File: src/rtl/i2cms_pkg.sv
`timescale 1ns / 1ps
`default_nettype none

package i2cms_pkg;

  localparam int BITS_PER_BYTE = 8;
  localparam int CMD_W         = 3;
  localparam int BYTE_W        = 8;
  localparam int BIT_CNT_W     = 4;
  localparam int PHASE_W       = 2;

  localparam logic [BYTE_W-1:0] ACK_TIMEOUT_RESET = 8'd250;

  // command codes carried by a request
  localparam logic [CMD_W-1:0] CMD_NONE  = 3'd0;
  localparam logic [CMD_W-1:0] CMD_START = 3'd1;
  localparam logic [CMD_W-1:0] CMD_STOP  = 3'd2;
  localparam logic [CMD_W-1:0] CMD_WRITE = 3'd3;
  localparam logic [CMD_W-1:0] CMD_READ  = 3'd4;
  localparam logic [CMD_W-1:0] CMD_WAIT  = 3'd5;

  typedef enum logic [5:0] {
    ST_IDLE  = 6'b000001,
    ST_START = 6'b000010,
    ST_STOP  = 6'b000100,
    ST_WRITE = 6'b001000,
    ST_READ  = 6'b010000,
    ST_WAIT  = 6'b100000
  } state_t;

endpackage

`default_nettype wire

File: src/rtl/i2cms_ifs.sv
`timescale 1ns / 1ps
`default_nettype none

// one bus slot request
interface i2cms_req_if import i2cms_pkg::*; ();
  logic              valid;
  logic              ready;
  logic [CMD_W-1:0]  cmd;
  logic [BYTE_W-1:0] tx_byte;
  logic              send_ack;
  logic              sda_in;

  modport source (output valid, cmd, tx_byte, send_ack, sda_in, input ready);
  modport sink   (input valid, cmd, tx_byte, send_ack, sda_in, output ready);
endinterface

// one bus slot result
interface i2cms_res_if import i2cms_pkg::*; ();
  logic              valid;
  logic              ready;
  logic              scl_level;
  logic              sda_level;
  logic              sda_drive;
  logic              busy_res;
  logic              done_res;
  logic [BYTE_W-1:0] rx_byte;
  logic              ack_timeout;

  modport source (output valid, scl_level, sda_level, sda_drive, busy_res, done_res,
                  rx_byte, ack_timeout, input ready);
  modport sink   (input valid, scl_level, sda_level, sda_drive, busy_res, done_res,
                  rx_byte, ack_timeout, output ready);
endinterface

`default_nettype wire

File: src/rtl/i2c_master_byte_sequencer.sv
// I2C master byte sequencer. Each request on in_ch is one bus time slot (typically
// produced by a fixed slot tick) and yields exactly one result on out_ch giving the
// SCL level, SDA level and drive enable for that slot plus busy, done, the last
// received byte and the ACK timeout flag. A command (start, stop, write byte MSB
// first, read byte with ACK/NACK, wait for ACK) is taken only when idle, and the
// accepting slot is already the first slot of its sequence: start and stop take
// 3 slots, write 24, read 19, wait ack 3 or more. An ACK wait that sees SDA high in
// ack_timeout_slots + 1 polls in a row runs a stop and sets ack_timeout. Rate: one
// request per clock; the slot update is a single pass of logic from the sequencer
// state registers into the result register, and a request is accepted whenever the
// result register is empty or being drained in the same cycle. cfg_wr_en writes
// ack_timeout_slots (reset 250); write it only while no sequence is running.
`timescale 1ns / 1ps
`default_nettype none

module i2c_master_byte_sequencer import i2cms_pkg::*; (
  input  wire logic              clk,
  input  wire logic              rst_n,
  input  wire logic              cfg_wr_en,
  input  wire logic [BYTE_W-1:0] cfg_wr_data,
  i2cms_req_if.sink              in_ch,
  i2cms_res_if.source            out_ch
);

  // config
  logic [BYTE_W-1:0]    ack_to_r;

  // sequencer state
  state_t               state_r,     state_nxt;
  logic [BIT_CNT_W-1:0] bit_count_r, bit_count_nxt;
  logic [PHASE_W-1:0]   phase_r,     phase_nxt;
  logic [BYTE_W-1:0]    shift_r,     shift_nxt;
  logic [BYTE_W-1:0]    poll_r,      poll_nxt;
  logic                 scl_r,       scl_nxt;
  logic                 sda_r,       sda_nxt;
  logic                 drive_r,     drive_nxt;
  logic                 timeout_r,   timeout_nxt;
  logic [BYTE_W-1:0]    rx_r,        rx_nxt;
  logic                 ack_sel_r,   ack_sel_nxt;

  // result register
  logic                 out_valid_r;
  logic                 busy_r,      busy_nxt;
  logic                 done_r,      done_nxt;

  logic                 in_fire;
  logic                 out_fire;

  assign in_ch.ready = !out_valid_r || out_ch.ready;
  assign in_fire     = in_ch.valid && in_ch.ready;
  assign out_fire    = out_valid_r && out_ch.ready;

  // one slot of the sequencer
  always_comb begin
    logic fin;
    state_nxt     = state_r;
    bit_count_nxt = bit_count_r;
    phase_nxt     = phase_r;
    shift_nxt     = shift_r;
    poll_nxt      = poll_r;
    scl_nxt       = scl_r;
    sda_nxt       = sda_r;
    drive_nxt     = drive_r;
    timeout_nxt   = timeout_r;
    rx_nxt        = rx_r;
    ack_sel_nxt   = ack_sel_r;
    busy_nxt      = 1'b0;
    done_nxt      = 1'b0;
    fin           = 1'b0;

    // command decode, idle only; unknown codes read as none
    if (state_r == ST_IDLE) begin
      unique case (in_ch.cmd)
        CMD_START: state_nxt = ST_START;
        CMD_STOP:  state_nxt = ST_STOP;
        CMD_WRITE: state_nxt = ST_WRITE;
        CMD_READ:  state_nxt = ST_READ;
        CMD_WAIT:  state_nxt = ST_WAIT;
        default:   state_nxt = ST_IDLE;
      endcase
      if (state_nxt != ST_IDLE) begin
        bit_count_nxt = '0;
        phase_nxt     = '0;
        poll_nxt      = '0;
        shift_nxt     = (state_nxt == ST_WRITE) ? in_ch.tx_byte : '0;
        if (state_nxt == ST_READ) ack_sel_nxt = in_ch.send_ack;
        if (state_nxt == ST_WAIT) timeout_nxt = 1'b0;
      end
    end

    if (state_nxt != ST_IDLE) begin
      busy_nxt = 1'b1;
      unique case (state_nxt)
        ST_START: begin
          drive_nxt = 1'b1;
          scl_nxt   = (phase_nxt != 2'd2);
          sda_nxt   = (phase_nxt == 2'd0);
          if (phase_nxt >= 2'd2) fin = 1'b1;
          else phase_nxt = phase_nxt + 2'd1;
        end
        ST_STOP: begin
          drive_nxt = 1'b1;
          scl_nxt   = (phase_nxt != 2'd0);
          sda_nxt   = (phase_nxt >= 2'd2);
          if (phase_nxt >= 2'd2) fin = 1'b1;
          else phase_nxt = phase_nxt + 2'd1;
        end
        ST_WRITE: begin
          drive_nxt = 1'b1;
          scl_nxt   = (phase_nxt == 2'd1);
          sda_nxt   = shift_nxt[BYTE_W-1];
          if (phase_nxt >= 2'd2) begin
            shift_nxt     = {shift_nxt[BYTE_W-2:0], 1'b0};
            bit_count_nxt = bit_count_nxt + 4'd1;
            phase_nxt     = '0;
            fin           = (bit_count_nxt >= BIT_CNT_W'(BITS_PER_BYTE));
          end else begin
            phase_nxt = phase_nxt + 2'd1;
          end
        end
        ST_READ: begin
          if (bit_count_nxt < BIT_CNT_W'(BITS_PER_BYTE)) begin
            drive_nxt = 1'b0;
            sda_nxt   = 1'b1;
            if (phase_nxt == 2'd0) begin
              scl_nxt   = 1'b0;
              phase_nxt = 2'd1;
            end else begin
              scl_nxt       = 1'b1;
              shift_nxt     = {shift_nxt[BYTE_W-2:0], in_ch.sda_in};
              bit_count_nxt = bit_count_nxt + 4'd1;
              phase_nxt     = '0;
            end
          end else begin
            // ACK/NACK bit
            drive_nxt = 1'b1;
            scl_nxt   = (phase_nxt == 2'd1);
            sda_nxt   = !ack_sel_nxt;
            if (phase_nxt >= 2'd2) begin
              rx_nxt = shift_nxt;
              fin    = 1'b1;
            end else begin
              phase_nxt = phase_nxt + 2'd1;
            end
          end
        end
        ST_WAIT: begin
          drive_nxt = 1'b0;
          sda_nxt   = 1'b1;
          if (phase_nxt == 2'd0) begin
            scl_nxt   = 1'b0;
            phase_nxt = 2'd1;
          end else if (phase_nxt == 2'd1) begin
            scl_nxt   = 1'b1;
            phase_nxt = 2'd2;
          end else if (!in_ch.sda_in) begin
            scl_nxt = 1'b0;
            fin     = 1'b1;
          end else begin
            scl_nxt = 1'b1;
            if (poll_nxt >= ack_to_r) begin
              // give up: stop sequence follows
              timeout_nxt = 1'b1;
              state_nxt   = ST_STOP;
              phase_nxt   = '0;
            end else begin
              poll_nxt = poll_nxt + 8'd1;
            end
          end
        end
        default: fin = 1'b1;
      endcase
      if (fin) begin
        done_nxt      = 1'b1;
        state_nxt     = ST_IDLE;
        bit_count_nxt = '0;
        phase_nxt     = '0;
      end
    end
  end

  always_ff @(posedge clk) begin
    if (!rst_n) begin
      ack_to_r <= ACK_TIMEOUT_RESET;
    end else if (cfg_wr_en) begin
      ack_to_r <= cfg_wr_data;
    end
  end

  always_ff @(posedge clk) begin
    if (!rst_n) begin
      state_r     <= ST_IDLE;
      bit_count_r <= '0;
      phase_r     <= '0;
      shift_r     <= '0;
      poll_r      <= '0;
      scl_r       <= 1'b1;
      sda_r       <= 1'b1;
      drive_r     <= 1'b0;
      timeout_r   <= 1'b0;
      rx_r        <= '0;
      ack_sel_r   <= 1'b0;
      busy_r      <= 1'b0;
      done_r      <= 1'b0;
    end else if (in_fire) begin
      state_r     <= state_nxt;
      bit_count_r <= bit_count_nxt;
      phase_r     <= phase_nxt;
      shift_r     <= shift_nxt;
      poll_r      <= poll_nxt;
      scl_r       <= scl_nxt;
      sda_r       <= sda_nxt;
      drive_r     <= drive_nxt;
      timeout_r   <= timeout_nxt;
      rx_r        <= rx_nxt;
      ack_sel_r   <= ack_sel_nxt;
      busy_r      <= busy_nxt;
      done_r      <= done_nxt;
    end
  end

  // result register valid; a drained slot is refilled in the same cycle
  always_ff @(posedge clk) begin
    if (!rst_n) begin
      out_valid_r <= 1'b0;
    end else if (in_fire) begin
      out_valid_r <= 1'b1;
    end else if (out_fire) begin
      out_valid_r <= 1'b0;
    end
  end

  // line and status registers double as the result payload
  assign out_ch.valid       = out_valid_r;
  assign out_ch.scl_level   = scl_r;
  assign out_ch.sda_level   = sda_r;
  assign out_ch.sda_drive   = drive_r;
  assign out_ch.busy_res    = busy_r;
  assign out_ch.done_res    = done_r;
  assign out_ch.rx_byte     = rx_r;
  assign out_ch.ack_timeout = timeout_r;

  a_bit_count_range: assert property (@(posedge clk) disable iff (!rst_n)
    bit_count_r <= BIT_CNT_W'(BITS_PER_BYTE))
    else $error("bit counter past one byte");

  a_idle_clean: assert property (@(posedge clk) disable iff (!rst_n)
    (state_r == ST_IDLE) |-> (bit_count_r == '0 && phase_r == '0))
    else $error("idle with stale bit counter or phase");

  a_result_loaded: assert property (@(posedge clk) disable iff (!rst_n)
    in_fire |=> out_valid_r)
    else $error("accepted request left no result");

  a_timeout_to_stop: assert property (@(posedge clk) disable iff (!rst_n)
    $rose(timeout_r) |-> (state_r == ST_STOP && !drive_r))
    else $error("timeout flag raised outside an ACK wait");

endmodule

`default_nettype wire

File: src/flat_wrapper.sv
// flat-port wrapper written by rule: the top's interface ports become plain ports
module i2c_master_byte_sequencer_flat import i2cms_pkg::*;
  (clk, rst_n, cfg_wr_en, cfg_wr_data, in_ch_valid, in_ch_cmd, in_ch_tx_byte, in_ch_send_ack, in_ch_sda_in, in_ch_ready, out_ch_valid, out_ch_scl_level, out_ch_sda_level, out_ch_sda_drive, out_ch_busy_res, out_ch_done_res, out_ch_rx_byte, out_ch_ack_timeout, out_ch_ready);
  i2cms_req_if in_ch_i ();
  i2cms_res_if out_ch_i ();
  input  wire logic clk;
  input  wire logic rst_n;
  input  wire logic cfg_wr_en;
  input  wire logic [BYTE_W-1:0] cfg_wr_data;
  input wire logic [$bits(in_ch_i.valid)-1:0] in_ch_valid;
  input wire logic [$bits(in_ch_i.cmd)-1:0] in_ch_cmd;
  input wire logic [$bits(in_ch_i.tx_byte)-1:0] in_ch_tx_byte;
  input wire logic [$bits(in_ch_i.send_ack)-1:0] in_ch_send_ack;
  input wire logic [$bits(in_ch_i.sda_in)-1:0] in_ch_sda_in;
  output wire logic [$bits(in_ch_i.ready)-1:0] in_ch_ready;
  output wire logic [$bits(out_ch_i.valid)-1:0] out_ch_valid;
  output wire logic [$bits(out_ch_i.scl_level)-1:0] out_ch_scl_level;
  output wire logic [$bits(out_ch_i.sda_level)-1:0] out_ch_sda_level;
  output wire logic [$bits(out_ch_i.sda_drive)-1:0] out_ch_sda_drive;
  output wire logic [$bits(out_ch_i.busy_res)-1:0] out_ch_busy_res;
  output wire logic [$bits(out_ch_i.done_res)-1:0] out_ch_done_res;
  output wire logic [$bits(out_ch_i.rx_byte)-1:0] out_ch_rx_byte;
  output wire logic [$bits(out_ch_i.ack_timeout)-1:0] out_ch_ack_timeout;
  input wire logic [$bits(out_ch_i.ready)-1:0] out_ch_ready;
  assign in_ch_i.valid = in_ch_valid;
  assign in_ch_i.cmd = in_ch_cmd;
  assign in_ch_i.tx_byte = in_ch_tx_byte;
  assign in_ch_i.send_ack = in_ch_send_ack;
  assign in_ch_i.sda_in = in_ch_sda_in;
  assign in_ch_ready = in_ch_i.ready;
  assign out_ch_valid = out_ch_i.valid;
  assign out_ch_scl_level = out_ch_i.scl_level;
  assign out_ch_sda_level = out_ch_i.sda_level;
  assign out_ch_sda_drive = out_ch_i.sda_drive;
  assign out_ch_busy_res = out_ch_i.busy_res;
  assign out_ch_done_res = out_ch_i.done_res;
  assign out_ch_rx_byte = out_ch_i.rx_byte;
  assign out_ch_ack_timeout = out_ch_i.ack_timeout;
  assign out_ch_i.ready = out_ch_ready;
  i2c_master_byte_sequencer u_core (.clk(clk), .rst_n(rst_n), .cfg_wr_en(cfg_wr_en), .cfg_wr_data(cfg_wr_data), .in_ch(in_ch_i), .out_ch(out_ch_i));
endmodule
File: config.mk
export PLATFORM = sky130hd
export DESIGN_NAME = i2c_master_byte_sequencer_flat
export DESIGN_NICKNAME = d
export VERILOG_FILES = /design/src/rtl/i2cms_pkg.sv /design/src/rtl/i2cms_ifs.sv /design/src/rtl/i2c_master_byte_sequencer.sv /design/src/flat_wrapper.sv
export SDC_FILE = /design/constraint.sdc
export NUM_CORES = 1
export LEC_CHECK = 0
export ABC_AREA = 1
export BUFFER_PORTS_ARGS = -buffer_cell sky130_fd_sc_hd__buf_2
export CAP_MARGIN = 5
export CORE_MARGIN = 5
export CORE_UTILIZATION = 45
export CTS_CLUSTER_DIAMETER = 100
export CTS_CLUSTER_SIZE = 20
export DETAILED_ROUTE_END_ITERATION = 10
export PLACE_DENSITY = 0.71
export RECOVER_POWER = 100
export SLEW_MARGIN = 20
export SYNTH_ARGS = -nofsm -noshare
export SYNTH_HDL_FRONTEND = slang
export SYNTH_SLANG_ARGS = --single-unit
File: constraint.sdc
create_clock -name clk -period 3.6 [get_ports clk]
set_input_delay 0 -clock clk [delete_from_list [all_inputs] [get_ports clk]]
set_output_delay 0 -clock clk [all_outputs]
set_load 0.005 [all_outputs]
Yosys cells after proc, flatten, opt, wreduce, memory -nomap -nowiden

Cells that the tools add are included.
Widths: inputs -> output; s select.

Output and inout port bits: 16
Word-level logic and storage cells: 138
Bits of input ports: 26
Bits in registers: 52

Bitwise gates (word level): 1
Order comparisons: 4
Add/sub/neg operators: 3
Reductions and logical operators: 15
Mux-type cells: 82
Equal/unequal tests: 18

Operators by type and width:

| cell                | number |
|---|---|
| $mux 8              | 15 |
| $mux 6              | 9 |
| $mux 1              | 32 |
| $pmux 6 s5          | 1 |
| $mux 4              | 7 |
| $mux 2              | 11 |
| $pmux 8 s2          | 1 |
| $eq 6x4->1 const B  | 2 |
| $eq 6x5->1 const B  | 2 |
| $eq 6x6->1 const B  | 2 |
| $ne 6x1->1 const B  | 2 |
| $pmux 1 s5          | 2 |
| $add 8x1->8 const B | 1 |
| $ge 8x8->1          | 1 |
| $pmux 2 s4          | 1 |
| $pmux 4 s2          | 1 |
| $eq 3x2->1 const B  | 2 |
| $eq 3x3->1 const B  | 2 |
| $eq 6x1->1 const B  | 1 |
| $eq 6x2->1 const B  | 1 |
| $eq 6x3->1 const B  | 1 |
| $reduce_and 3->1    | 2 |
| $reduce_and 5->1    | 1 |
| $reduce_bool 5->1   | 1 |
| other kinds (19)    | 22 |

Logic depth before layout (Yosys ltp)

Depth in word-level cells: 14
Mapped depth: 20
Mapped depth without buffers: 20

Worst setup path after synthesis

Ideal clock, no wire load.

Kind: register -> register
Start point: register u_core.state_r[4]
End point: register u_core.poll_r[6]
Cell stages (with the launch flop): 18
Arrival time: 2.391 ns
Library setup time: 0.116 ns
Required time: 3.484 ns
Path slack: 1.093 ns
Path buffers: 0
Period minus slack after synthesis: 2.507 ns
Cell sequence: dfxtp_1 nor2_2 nand2_2 nor2_8 nand2_4 inv_2 nor2_1 ha_1 a21oi_1 nor2_1 nor3_1 nand3_1 nor2_1 nand2_2 nor2_4 nand4_1 o21ai_0 nor2_1

Longest elaborated chain between the ends: 9
Elaborated cells on any way between the ends: 16
Those cells by class: 1 x add/sub; 1 x order compare; 4 x eq/ne; 9 x mux; 1 x reduce/logical

Ends and longest elaborated chain:

| what                                      | line                                                               | text |
|---|---|---|
| start: declaration                        | i2c_master_byte_sequencer.sv:29                                    | `state_t state_r, state_nxt;` |
| start signal: assignment                  | i2c_master_byte_sequencer.sv:206                                   | `state_r <= state_nxt;` |
| $eq 6x1->1                                | i2c_master_byte_sequencer.sv:72                                    | `if (state_r == ST_IDLE) begin` |
| $mux 8                                    | i2c_master_byte_sequencer.sv:72                                    |  |
| $add 8x1->8 or $ge 8x8->1 (tied branches) | i2c_master_byte_sequencer.sv:167, i2c_master_byte_sequencer.sv:161 |  |
| $mux 8                                    | i2c_master_byte_sequencer.sv:161                                   | `if (poll_nxt >= ack_to_r) begin` |
| $mux 8                                    | i2c_master_byte_sequencer.sv:156                                   | `end else if (!in_ch.sda_in) begin` |
| $mux 8                                    | i2c_master_byte_sequencer.sv:153                                   | `end else if (phase_nxt == 2'd1) begin` |
| $mux 8                                    | i2c_master_byte_sequencer.sv:150                                   | `if (phase_nxt == 2'd0) begin` |
| $mux 8                                    | i2c_master_byte_sequencer.sv:93                                    | `unique case (state_nxt)` |
| $mux 8 (*)                                | i2c_master_byte_sequencer.sv:91                                    | `if (state_nxt != ST_IDLE) begin` |
| end signal: assignment                    | i2c_master_byte_sequencer.sv:210                                   | `poll_r <= poll_nxt;` |
| end: declaration                          | i2c_master_byte_sequencer.sv:33                                    | `logic [BYTE_W-1:0] poll_r, poll_nxt;` |

Every way passes the cells marked *; elsewhere a longest branch is shown, timed or not.
A chain may end at the register's enable or synchronous reset.

Worst setup path after layout

Ends and elaborated chain as after synthesis.

==> flow_summary.ini <==
[drt]
avgRoutedWirePerCell_microns = 13.1
dr.pass1.iters = 5
first_iter_violations = 223
drc = 0
wl_microns = 8670
num_vias = 3489
routed_via_density = 5.26
ant_nets = 0

[min_path]
hp-start = cfg_wr_en
worstHoldPathType = in2reg

[job]
maxCapViolCount = 0

[sta]
worst_slew_pin_slew_ns = 1.04
slew_viol_final = 0
fin_crit_sh_pct = 86.8
rsz0062_at_grt = false
setup_viol = 0
relSlewSlack_pct = 30.4
max_freq_ghz = 0.320
hold_viol_final = 0
period_needed_ns = 3.12
fin_skew_ns = 0.00449
tns_ns = 0

[logic_synthesis]
yosysWarnings = 0
synth_cell_types = 34
avgSynthCellArea_sq_um = 6.57
yosys_register_bits = 52
syn_area_sq_um = 3390
synthCells = 517
synth_nets = 558
ys_seq_area_share_pct = 30.7

[place]
port_buffers = 41
dpl.hpwl_microns = 6320
place.gp.congestion = 0.890

[final_layout]
syn2layout_area_growth_pct = 12.2
nets = 604
drive_gt1_share_pct = 11.5
antenna_cells = 0

[worst_setup_path]
r2r_slack_ns = 0.48
path_buf_inv = 1
reg2reg_to = u_core.poll_r[6]$_SDFFE_PN0P_
crit_top_cell = nor2_1
endpoint = u_core.poll_r[6]$_SDFFE_PN0P_
endpoint_kind = flop
worstPathRequired_ns = 3.82
cpLargestDelayFamily = simple AND/OR/NAND/NOR gates
crit_path_cell_trace = nor2_1 > nand2_1 > nor2_8 > nand2_4 > inv_2 > nor2_1 > ha_1 > a21oi_1 > nor2_1 > nor3_1 > nand3_1 > nor2_1 > nand2_1 > nor2_4 > nand4_1 > o21ai_0 > nor2_1
reg2reg_depth = 17
worst-path-stages = 17
max_stage_delay_ns = 0.34
crit_type = reg2reg
start_kind = flop
cp_slowest_cell = dfxtp_1
reg2reg_from = u_core.state_r[4]$_SDFFE_PN0P_
crit_arrival_ns = 3.34
cp-startpoint = u_core.state_r[4]$_SDFFE_PN0P_
cp_max_fo = 18

[floorplanning]
die_w_microns = 96.9
rows = 31
die_area_sq_um = 9380
io_pins = 42
core_area_sq_um = 7290
die_y_microns = 96.9
start_util_pct = 46.6

[global_routing]
grt.overflow.total = 0
grt.total_usage_pct = 18.6
grt_max_degree = 29
grt_antenna_before_repair = 0
grt_pass1_vias = 3281
grt_first_pass_wirelength_microns = 15000

[clock_network]
clock-sinks = 52
cts_tree = built
clk_path_buf_depth = 2
clk_pin_slew_ns = 0.11
cts_made_buffers = 5
insertion_delay_ns = 0.32
htreeDepth = 2
cts_root_buffer = clkbuf_8

[power_and_ir_drop]
power_mw = 1.27
p_per_area_nw_per_um2 = 334
ir_drop_mv = 0.177
power.leakage_nw = 1.79

[status]
outcome = completed
-- cell families after synthesis --
family / Yosys count / synth area share, %
simple gates: 227 / 31.6
compound gates: 130 / 21.5
buf+inv: 92 / 10.4
flops: 52 / 30.7
fa+ha+maj: 15 / 5.53
xor+xnor: 1 / 0.258
-- metrics by stage --
stage / instance area, sq um / worst slack, ns / hold WS (ns) / util, % / std cells
3_5_place_dp: 3680 / 0.564 / 0.218 / 50.5 / 646
5_1_grt: 3810 / 0.123 / 0.0492 / 52.2 / 663
6_report: 3810 / 0.476 / 0.0205 / 52.2 / 663
3_3_place_gp: 3680 / 0.779 / 0.214 / 50.5 / 646
2_1_floorplan: 3390 / 1.09 / 0.102 / - / 517
4_1_cts: 3870 / 0.554 / 0.0189 / 53.0 / 663
-- per-layer routing --
layer | up-vias | share of wire (%) | global-route usage (%)
li1 | 1789 | - | -
met1 | 1590 | 47 | 24.4
met2 | 99 | 46 | 30.5
met3 | 11 | 5.5 | 3.53
met4 | 0 | 1.5 | 6.59
met5 | - | 0 | 0
-- cell usage after synthesis --
| master | n | area (sq um) |
|---|---|---|
| nand2_1 | 107 | 402 |
| nand2_4 | 6 | 67.6 |
| o22ai_1 | 1 | 6.26 |
| o21bai_2 | 1 | 11.3 |
| inv_1 | 74 | 278 |
| xnor2_1 | 1 | 8.76 |
| nand3b_1 | 2 | 15.0 |
| nand4_2 | 1 | 12.5 |
| nand4_1 | 7 | 43.8 |
| nor2_8 | 2 | 40.0 |
| a32o_1 | 1 | 10.0 |
| buf_1 | 2 | 7.51 |
| dfxtp_1 | 52 | 1040 |
| nor2_4 | 3 | 33.8 |
| a31oi_1 | 5 | 31.3 |
| nor2_2 | 5 | 31.3 |
| nand3_1 | 25 | 125 |
| o2111ai_1 | 1 | 8.76 |
| a21oi_1 | 52 | 260 |
| a22oi_1 | 7 | 52.6 |
| buf_2 | 1 | 5.00 |
| buf_6 | 1 | 11.3 |
| o22ai_2 | 1 | 12.5 |
| nor3_1 | 6 | 30.0 |
| o21ai_1 | 6 | 30.0 |
| inv_2 | 5 | 18.8 |
| ha_1 | 15 | 188 |
| clkbuf_1 | 9 | 33.8 |
| nor2_1 | 53 | 199 |
| nand3_2 | 3 | 30.0 |
| o211ai_1 | 2 | 15.0 |
| o21ai_0 | 46 | 230 |
| a22o_1 | 7 | 61.3 |
| nand2_2 | 7 | 43.8 |
-- placed cells by master, fill, tap and decap left out --
| cell type | n |
|---|---|
| a31oi_1 | 5 |
| nor2_8 | 2 |
| nand3b_1 | 2 |
| o21ai_0 | 48 |
| a32o_1 | 1 |
| o22ai_1 | 2 |
| o2111ai_1 | 1 |
| inv_2 | 4 |
| nand2_4 | 4 |
| nand4_2 | 1 |
| nand3_1 | 27 |
| o21bai_2 | 1 |
| o211ai_1 | 2 |
| nor2_1 | 56 |
| nand3_2 | 1 |
| nor2_4 | 3 |
| a22oi_1 | 7 |
| buf_4 | 2 |
| dlygate4sd3_1 | 9 |
| clkinvlp_4 | 1 |
| a22o_1 | 7 |
| clkbuf_1 | 6 |
| o21ai_1 | 4 |
| a21oi_1 | 52 |
| clkinv_4 | 1 |
| nor2_2 | 2 |
| nand2_2 | 2 |
| buf_2 | 35 |
| clkbuf_8 | 5 |
| ha_1 | 15 |
| nor3_1 | 6 |
| inv_8 | 1 |
| inv_1 | 75 |
| dfxtp_1 | 52 |
| nand4_1 | 7 |
| xnor2_1 | 1 |
| nand2_1 | 114 |
-- report_power, final --
group	leakage, nW	total, mW	internal (mW)	switching [mW]
clock	0.0463	0.370	0.143	0.227
combinational	1.32	0.290	0.0952	0.194
sequential	0.424	0.611	0.598	0.0134
total	1.79	1.27	0.837	0.434
-- repair_timing --
item,in CTS,in global routing
gates resized for setup,0,0
setup endpoints to repair,0,0
hold endpoints to repair,9,0
hold buffers,9,0
buffers inserted,0,0
-- sequential cells by signal, indices dropped and copies added, names as in the netlist, 2 cells and up --
name and count:
u_core.ack_to_r 8, u_core.out_ch.rx_byte 8, u_core.poll_r 8, u_core.shift_r 8, u_core.state_r 6, u_core.bit_count_r 4
u_core.phase_r 2
-- worst min-delay path by stage --
| stage | end | slack (ns) | cells past startpoint |
|---|---|---|---|
| finish | u_core.ack_to_r[5]$_SDFFE_PN1P_ | 0.02 | 2 |
| global route | u_core.ack_to_r[7]$_SDFFE_PN1P_ | 0.05 | 2 |
| CTS | u_core.ack_to_r[5]$_SDFFE_PN1P_ | 0.02 | 2 |
| detailed placement | u_core.ack_to_r[5]$_SDFFE_PN1P_ | 0.22 | 3 |
| global placement | u_core.ack_to_r[4]$_SDFFE_PN1P_ | 0.21 | 3 |
| floorplan | in_ch_ready | 0.10 | 2 |
-- final cells by class --
cell class,instances,area (sq um)
multi-input combinational,373,1950
clock buffer,5,68.8
timing repair buffer,52,303
tap,99,124
sequential,52,1040
clock inverter,3,27.5
inverter,79,297
fill,775,3480
(Power assumes the default switching activity.)
